$ cat src/sv/ctc_pkg.sv
`default_nettype none

package ctc_pkg;

    // screen size defaults
    localparam int COLUMNS_DEF = 80;
    localparam int ROWS_DEF    = 25;

    // fixed field widths
    localparam int CHAR_W = 8;
    localparam int ATTR_W = 8;
    localparam int ADDR_W = 11;
    localparam int CELL_W = CHAR_W + ATTR_W;

    localparam logic [ATTR_W-1:0] ATTR_RESET = 8'h0F;

    // control and printable codes
    localparam logic [CHAR_W-1:0] CH_BACKSPACE   = 8'h08;
    localparam logic [CHAR_W-1:0] CH_TAB         = 8'h09;
    localparam logic [CHAR_W-1:0] CH_LINEFEED    = 8'h0A;
    localparam logic [CHAR_W-1:0] CH_RETURN      = 8'h0D;
    localparam logic [CHAR_W-1:0] CH_FIRST_PRINT = 8'h20;
    localparam logic [CHAR_W-1:0] CH_LAST_PRINT  = 8'h7F;

    localparam int TAB_STEP = 8;

    // one result word
    typedef struct packed {
        logic              write_valid;
        logic [ADDR_W-1:0] write_address;
        logic [CELL_W-1:0] write_data;
        logic              clear_screen;
        logic [ADDR_W-1:0] cursor_pos;
    } t_result;

endpackage

`default_nettype wire

$ cat src/sv/text_console_cursor_writer.sv
`default_nettype none

// Text console cursor writer. Each character word in (8 bits) gives exactly
// one result word out, in the cycle after acceptance, and a new character is
// taken every cycle while the result register is empty or being drained.
// Printable bytes 0x20..0x7F write a cell (attribute high byte, character low
// byte) at row*COLUMNS+column; backspace, tab, carriage return and line feed
// only move the cursor; other bytes are ignored. Running off the bottom row
// raises clear_screen and homes the cursor. Result tuser: bit 0 write_valid,
// bit 1 clear_screen. The attribute register (reset 0x0F) should be written
// only while no result is pending.
module text_console_cursor_writer #(
    parameter int COLUMNS = ctc_pkg::COLUMNS_DEF,
    parameter int ROWS    = ctc_pkg::ROWS_DEF
) (
    input  wire logic        i_clk,
    input  wire logic        i_rst_n,
    // attribute write channel
    input  wire logic        i_cfg_valid,
    output logic             o_cfg_ready,
    input  wire logic [7:0]  i_cfg_data,
    // character in
    input  wire logic        s_axis_tvalid,
    output logic             s_axis_tready,
    input  wire logic [7:0]  s_axis_tdata,   // [7:0] character
    // result out
    output logic             m_axis_tvalid,
    input  wire logic        m_axis_tready,
    output logic [39:0]      m_axis_tdata,   // [10:0] write_address, [26:11] write_data,
                                             // [37:27] cursor_pos, [39:38] zero
    output logic [1:0]       m_axis_tuser    // [0] write_valid, [1] clear_screen
);

    logic [ctc_pkg::ATTR_W-1:0] r_attr;
    logic                       fire;
    ctc_pkg::t_result           next_result;
    ctc_pkg::t_result           out_result;

    // attribute register
    assign o_cfg_ready = 1'b1;

    always_ff @(posedge i_clk) begin
        if (!i_rst_n) begin
            r_attr <= ctc_pkg::ATTR_RESET;
        end else if (i_cfg_valid) begin
            r_attr <= i_cfg_data;
        end
    end

    assign fire = s_axis_tvalid && s_axis_tready;

    ctc_cursor #(
        .COLUMNS (COLUMNS),
        .ROWS    (ROWS)
    ) u_cursor (
        .i_clk    (i_clk),
        .i_rst_n  (i_rst_n),
        .i_fire   (fire),
        .i_char   (s_axis_tdata),
        .i_attr   (r_attr),
        .o_result (next_result)
    );

    ctc_out_reg u_out_reg (
        .i_clk    (i_clk),
        .i_rst_n  (i_rst_n),
        .i_valid  (s_axis_tvalid),
        .o_ready  (s_axis_tready),
        .i_result (next_result),
        .o_valid  (m_axis_tvalid),
        .i_ready  (m_axis_tready),
        .o_result (out_result)
    );

    // pack the result word
    assign m_axis_tdata = {2'b00, out_result.cursor_pos,
                           out_result.write_data, out_result.write_address};
    assign m_axis_tuser = {out_result.clear_screen, out_result.write_valid};

endmodule

`default_nettype wire

$ cat src/sv/ctc_cursor.sv
`default_nettype none

// Cursor state and next-cursor logic for one character
module ctc_cursor #(
    parameter int COLUMNS = ctc_pkg::COLUMNS_DEF,
    parameter int ROWS    = ctc_pkg::ROWS_DEF
) (
    input  wire logic                        i_clk,
    input  wire logic                        i_rst_n,
    input  wire logic                        i_fire,
    input  wire logic [ctc_pkg::CHAR_W-1:0]  i_char,
    input  wire logic [ctc_pkg::ATTR_W-1:0]  i_attr,
    output ctc_pkg::t_result                 o_result
);

    localparam int COL_W = $clog2(COLUMNS);
    localparam int ROW_W = $clog2(ROWS);
    localparam int LIN_S = ROW_W + COL_W + 1;
    localparam int LIN_W = (LIN_S > ctc_pkg::ADDR_W) ? LIN_S : ctc_pkg::ADDR_W;

    logic [COL_W-1:0] r_col, n_col;
    logic [ROW_W-1:0] r_row, n_row;

    logic [COL_W:0]   col_w;
    logic [ROW_W:0]   row_w;
    logic             wvalid;
    logic             clear;
    logic [LIN_W-1:0] cur_lin;
    logic [LIN_W-1:0] new_lin;

    // cursor move for this character
    always_comb begin
        col_w  = {1'b0, r_col};
        row_w  = {1'b0, r_row};
        wvalid = 1'b0;
        clear  = 1'b0;
        case (i_char)
            ctc_pkg::CH_BACKSPACE: begin
                if (r_col != '0) col_w = col_w - (COL_W+1)'(1);
            end
            ctc_pkg::CH_TAB: begin
                col_w = col_w + (COL_W+1)'(ctc_pkg::TAB_STEP);
            end
            ctc_pkg::CH_RETURN: begin
                col_w = '0;
            end
            ctc_pkg::CH_LINEFEED: begin
                col_w = '0;
                row_w = row_w + (ROW_W+1)'(1);
            end
            default: begin
                if (i_char inside {[ctc_pkg::CH_FIRST_PRINT:ctc_pkg::CH_LAST_PRINT]}) begin
                    wvalid = 1'b1;
                    col_w  = col_w + (COL_W+1)'(1);
                end
            end
        endcase
        // wrap at the right edge
        if (col_w >= (COL_W+1)'(COLUMNS)) begin
            col_w = '0;
            row_w = row_w + (ROW_W+1)'(1);
        end
        // past the bottom: clear and home
        if (row_w >= (ROW_W+1)'(ROWS)) begin
            clear = 1'b1;
            col_w = '0;
            row_w = '0;
        end
        n_col = col_w[COL_W-1:0];
        n_row = row_w[ROW_W-1:0];
    end

    // linear addresses, old and new cursor
    assign cur_lin = LIN_W'(r_row) * LIN_W'(COLUMNS) + LIN_W'(r_col);
    assign new_lin = LIN_W'(n_row) * LIN_W'(COLUMNS) + LIN_W'(n_col);

    always_comb begin
        o_result.write_valid   = wvalid;
        o_result.write_address = wvalid ? cur_lin[ctc_pkg::ADDR_W-1:0] : '0;
        o_result.write_data    = wvalid ? {i_attr, i_char} : '0;
        o_result.clear_screen  = clear;
        o_result.cursor_pos    = new_lin[ctc_pkg::ADDR_W-1:0];
    end

    // cursor registers
    always_ff @(posedge i_clk) begin
        if (!i_rst_n) begin
            r_col <= '0;
            r_row <= '0;
        end else if (i_fire) begin
            r_col <= n_col;
            r_row <= n_row;
        end
    end

endmodule

`default_nettype wire

$ cat src/sv/ctc_out_reg.sv
`default_nettype none

// Result register; takes a new word while empty or while the held one is being taken
module ctc_out_reg (
    input  wire logic             i_clk,
    input  wire logic             i_rst_n,
    input  wire logic             i_valid,
    output logic                  o_ready,
    input  wire ctc_pkg::t_result i_result,
    output logic                  o_valid,
    input  wire logic             i_ready,
    output ctc_pkg::t_result      o_result
);

    logic             r_valid;
    ctc_pkg::t_result r_result;

    assign o_ready  = !r_valid || i_ready;
    assign o_valid  = r_valid;
    assign o_result = r_result;

    // valid flag
    always_ff @(posedge i_clk) begin
        if (!i_rst_n) begin
            r_valid <= 1'b0;
        end else if (o_ready) begin
            r_valid <= i_valid;
        end
    end

    // payload
    always_ff @(posedge i_clk) begin
        if (i_valid && o_ready) begin
            r_result <= i_result;
        end
    end

endmodule

`default_nettype wire
$ cat config.mk
export PLATFORM = sky130hd
export DESIGN_NAME = text_console_cursor_writer
export DESIGN_NICKNAME = d
export VERILOG_FILES = /design/src/sv/ctc_pkg.sv /design/src/sv/text_console_cursor_writer.sv /design/src/sv/ctc_cursor.sv /design/src/sv/ctc_out_reg.sv
export SDC_FILE = /design/constraint.sdc
export NUM_CORES = 1
export LEC_CHECK = 0
export ABC_AREA = 0
export ABC_CLOCK_PERIOD_IN_PS = 14200
export BUFFER_PORTS_ARGS = -buffer_cell sky130_fd_sc_hd__buf_4
export CAP_MARGIN = 20
export CELL_PAD_IN_SITES_DETAIL_PLACEMENT = 1
export CELL_PAD_IN_SITES_GLOBAL_PLACEMENT = 1
export CORE_MARGIN = 4
export CORE_UTILIZATION = 30
export CTS_CLUSTER_SIZE = 25
export DETAILED_ROUTE_END_ITERATION = 10
export PLACE_DENSITY = 0.63
export SLEW_MARGIN = 20
export SYNTH_ARGS = -nofsm -noshare
export SYNTH_HDL_FRONTEND = slang
export SYNTH_SLANG_ARGS = --single-unit
export TNS_END_PERCENT = 20
$ cat constraint.sdc
create_clock -name i_clk -period 14.2 [get_ports i_clk]
set_input_delay 0.71 -clock i_clk [delete_from_list [all_inputs] [get_ports i_clk]]
set_output_delay 0.71 -clock i_clk [all_outputs]
set_load 0.05 [all_outputs]
## After elaboration in Yosys (flattened, before gate mapping)

Cells that the tools add are included.

| storage, ports and cells | value |
|---|---|
| logic and storage cells | 44 |
| output and inout bits | 45 |
| flip-flop bits (word level) | 61 |
| bits of input ports | 21 |

| cells by class | value |
|---|---|
| reduce and logical (&&, ||, !) cells | 7 |
| multipliers | 2 |
| muxes and demuxes | 11 |
| order comparisons | 4 |
| equal/unequal tests | 4 |
| add/sub/neg operators | 7 |

Operators with widths:

| operator | count |
|---|---|
| $eq 8x4->1 const B | 4 |
| $pmux 8 s3 | 1 |
| $add 11x7->11 | 2 |
| $mux 8 | 2 |
| $mul 5x3->7 const B | 2 |
| $mux 7 | 2 |
| $mux 6 | 2 |
| $add 7x1->8 const B | 1 |
| $add 7x4->8 const B | 1 |
| $ge 8x6->1 const B | 1 |
| $ge 8x7->1 const B | 1 |
| $le 8x7->1 const B | 1 |
| $sub 7x1->8 const B | 1 |
| $reduce_bool 7->1 | 1 |
| $add 5x1->6 const B | 1 |
| $add 6x1->6 const B | 1 |
| $ge 6x5->1 const B | 1 |
| $mux 5 | 1 |
| $reduce_or 4->1 | 1 |
| $mux 1 | 3 |
| $logic_and 1x1->1 | 2 |
| $reduce_or 2->1 | 1 |
| $logic_not 1->1 | 1 |
| $logic_or 1x1->1 | 1 |

## Longest topological paths before layout

| logic depth | value |
|---|---|
| depth after elaboration | 10 |
| mapped depth | 26 |
| gate-level depth less buffers | 24 |

## Modules after synthesis

A second synthesis with hierarchy kept.

| second synthesis, totals | value |
|---|---|
| cell total of the unflattened synthesis | 393 |
| area total of the unflattened synthesis | 4,001.3 um2 |

Modules (own cells, without submodules):

| module | cells each | seq. area each (um2) | area an instance (um2) | times used |
|---|---|---|---|---|
| ctc_cursor | 317 | 240.2 | 2,414.8 | 1 |
| ctc_out_reg | 45 | 1,221.2 | 1,258.7 | 1 |
| text_console_cursor_writer | 31 | 160.2 | 327.8 | 1 |

## Least setup slack after synthesis

Ideal clock, no wire load.

| timing | value |
|---|---|
| path kind | input to register |
| from | input port s_axis_tdata[2] |
| to | register u_out_reg.r_result (netlist bit u_out_reg.o_result[10]) (data pin) |
| setup time | 264 ps |
| stages on the path | 22 |
| arrival | 5,479 ps |
| required time | 13,936 ps |
| path slack | 8,457 ps |
| path buffers | 1 |
| cell sequence | nor4b_1 > and3_1 > buf_2 > xor2_1 > ha_1 > xor3_1 > or4_4 > a21oi_2 > nand2b_1 > a21boi_1 > a211o_1 > a21oi_4 > nor2_4 > nor2_1 > ha_1 > ha_1 > fa_1 > nand2_1 > nor2b_1 > o21ai_0 > a221oi_1 > xnor2_1 |

RTL lines:

| item | line | source |
|---|---|---|
| start: declaration | text_console_cursor_writer.sv:25 | `input wire logic [7:0] s_axis_tdata,` |
| end signal: assignment | ctc_out_reg.sv:34 | `r_result <= i_result;` |
| end: declaration | ctc_out_reg.sv:16 | `ctc_pkg::t_result r_result;` |

==> qor.yml <==
status: "completed"
r2r_slack_ps: 8580
synth_fa_ha_area_share_pct: 9.73
seq_area_sq_um: 1620
port_buffers: 62
synth_compound_area_share_pct: 15.0
synth_edf_count: 40
async_flop_share_pct: 0
fp-row-count: 42
worstSkewPairLatency_ps: 330
yosys.area_share.simple_pct: 22.9
yosys.cell_count.top_type: "edfxtp_1"
dp.cells: 631
drc: 0
total_power_mw: 0.521
hold_path_class: "reg -> reg"
whs_ps: 470
fmax_ghz: 0.158
slew_violations: 0
wl_per_cell_microns: 15.9
die_x_microns: 124
die_y_microns: 124
synth_top_family_by_area: "simple AND/OR/NAND/NOR gates"
postSynthAreaPerCell_sq_um: 9.78
synth.top_cell.area_share_pct: 29.7
cts_tree: "done"
globalplace.congestion: 0.835
synth_seq_cells: 61
fin_setup_tns_ps: 0
cts_setup_buffers: 0
layout-drive-gt1-share_pct: 20.2
yosys.area.top_type: "edfxtp_1"
worstPathRequired_ps: 14280
synthToLayoutAreaGrowth_pct: 23.6
grt-ovfl-total: 0
crit_fanout: 13
finalNonFillerCells: 647
setup_violations: 0
coreArea_sq_um: 13200
cts_resized: 0
vias: 3238
p_leak_nw: 2.08
synthMuxAreaShare_pct: 2.48
cp-start-kind: "input pin"
critical_path_class: "in -> reg"
multi_input_area_sq_um: 2260
cts_hold_buf: 0
min_period_ps: 6340
fillers: 1492
clk_pin_slew_ps: 50
cts_buffers: 9
cts_root_buf: "clkbuf_16"
initial_core_util_pct: 30.6
grt_pass1_vias: 3416
yosysWarnings: 0
dr.pass1.iters: 4
final_hold_viol_count: 0
antenna_found_initial: 0
synthCells: 413
htree_levels: 3
grt_max_degree: 55
dr.first_iter.drc_count: 163
yosys-top-cells-area: "edfxtp_1 30%, dfxtp_1 10%, ha_1 7.7%"
cts.sink_count: 61
rsz0062_at_grt: "false"
boundaryPins: 66
syn_area_sq_um: 4040
diodes: 0
arrival_ps: 6420
post-dp-hpwl_microns: 7760
synthTopCellsByCount: "40 x edfxtp_1, 36 x nor2_1, 34 x nand2_1, 25 x ha_1, 21 x dfxtp_1"
tightest_slew_ps: 879
synthFlopType: "edfxtp_1"
ant_nets: 0
maxCapViolCount: 0
cts_buffer_depth: 2
worst_setup_path_end_kind: "flip-flop"
grt_pass1_wl_microns: 16700
fin_nets: 516
wirelength_microns: 10300
synth_xor_xnor_area_share_pct: 5.58
finalCritPeriodShare_pct: 44.7
relSlewSlack_pct: 41.4
yosysSeqAreaShare_pct: 40.1
vdd_drop_max_mv: 0.0605
clock_skew_ps: 11.9
track_usage_pct: 14.0
die_area_sq_um: 15400
power.density_nw_per_um2: 104
synth_cell_types: 69
vias_per_cell: 5.00
## cells in the final DEF, fill, tap and decap left out, types with 4 or more instances in the layout
cell type	Yosys	final
dfxtp_1	21	21
nor2b_1	17	17
a21oi_1	13	13
fa_1	4	4
nor2_1	36	36
o21ai_0	17	17
xnor2_1	14	14
inv_1	16	15
conb_1	2	4
nand2b_1	5	5
ha_1	25	25
edfxtp_1	40	40
nand2_1	34	34
xor2_1	9	9
and2_1	20	20
a21o_1	4	4
nor3_1	7	7
mux2i_1	10	10
a21boi_0	5	5
clkbuf_16	0	11
o211ai_1	4	4
o31ai_1	4	4
nand3_1	13	13
and3_1	4	4
buf_4	3	63
## worst max-delay path, cell delays in order
cell	delay, ps
buf_4	140
nor4b_1	570
and3_1	550
xor2_1	270
ha_1	340
xor3_1	270
or4_4	430
a21oi_2	160
nand2b_1	110
a21boi_1	60
a211o_1	260
a21oi_4	220
nor2_4	90
nor2_1	290
ha_1	290
ha_1	230
fa_1	520
nand2_1	90
nor2b_1	210
o21ai_0	140
a221oi_1	350
xnor2_1	90
## flip-flops by register name, indices dropped and copies added (netlist names)
| register | count |
|---|---|
| r_attr | 8 |
| u_out_reg.o_valid | 1 |
| u_out_reg.o_result | 40 |
| u_cursor.r_col | 7 |
| u_cursor.r_row | 5 |
## layer usage
layer	vias up	track usage [%]	wire, microns
li1	1591	-	-
met1	1573	16.6	4580
met2	54	24.1	5070
met3	20	3.04	346
met4	0	6.78	276
met5	-	0	0
## path summary, 6_finish.rpt
kind,startpoint,depth (start not counted),to
worst min register to register,r_attr[2]$_SDFFE_PN1P_,2,r_attr[2]$_SDFFE_PN1P_
worst max register to register,u_cursor.r_col[0]$_SDFFE_PN0P_,19,u_out_reg.o_result[10]$_DFFE_PP_
worst max-delay path,s_axis_tdata[2],22,u_out_reg.o_result[10]$_DFFE_PP_
worst min-delay path,r_attr[2]$_SDFFE_PN1P_,2,r_attr[2]$_SDFFE_PN1P_
## per-stage QoR
stage	util, %	setup slack [ps]	instance area (sq um)
2_1_floorplan	-	8460	4050
3_3_place_gp	35.2	7860	4640
3_5_place_dp	35.2	7570	4640
4_1_cts	37.8	7930	4990
5_1_grt	37.8	7470	4990
6_report	37.8	7860	4990
## cells by family (layout without fill, tap and decap cells)
| group | Yosys count | count (layout) |
|---|---|---|
| AND/OR/NAND/NOR | 167 | 167 |
| AO/OA/AOI/OAI | 81 | 81 |
| flip-flops | 61 | 61 |
| buffers and inverters | 39 | 95 |
| adder cells (fa/ha/maj) | 29 | 29 |
| XOR/XNOR | 24 | 24 |
| multiplexers | 10 | 10 |
| other | 2 | 4 |
## power breakdown
part	total [mW]	switching [mW]	internal (mW)
Sequential	0.202	0.00337	0.199
Clock	0.253	0.0779	0.175
Combinational	0.0663	0.0464	0.0198
## layout make-up
cell class	instances	share of cell area [%]
Sequential cell	61	32.5
Multi-Input combinational cell	315	45.3
Timing Repair Buffer	63	9.48
Clock inverter	4	1.48
Clock buffer	12	5.59
Inverter	16	1.23
Tap cell	176	4.41
No activity file was read; power rests on OpenSTA's default activity.
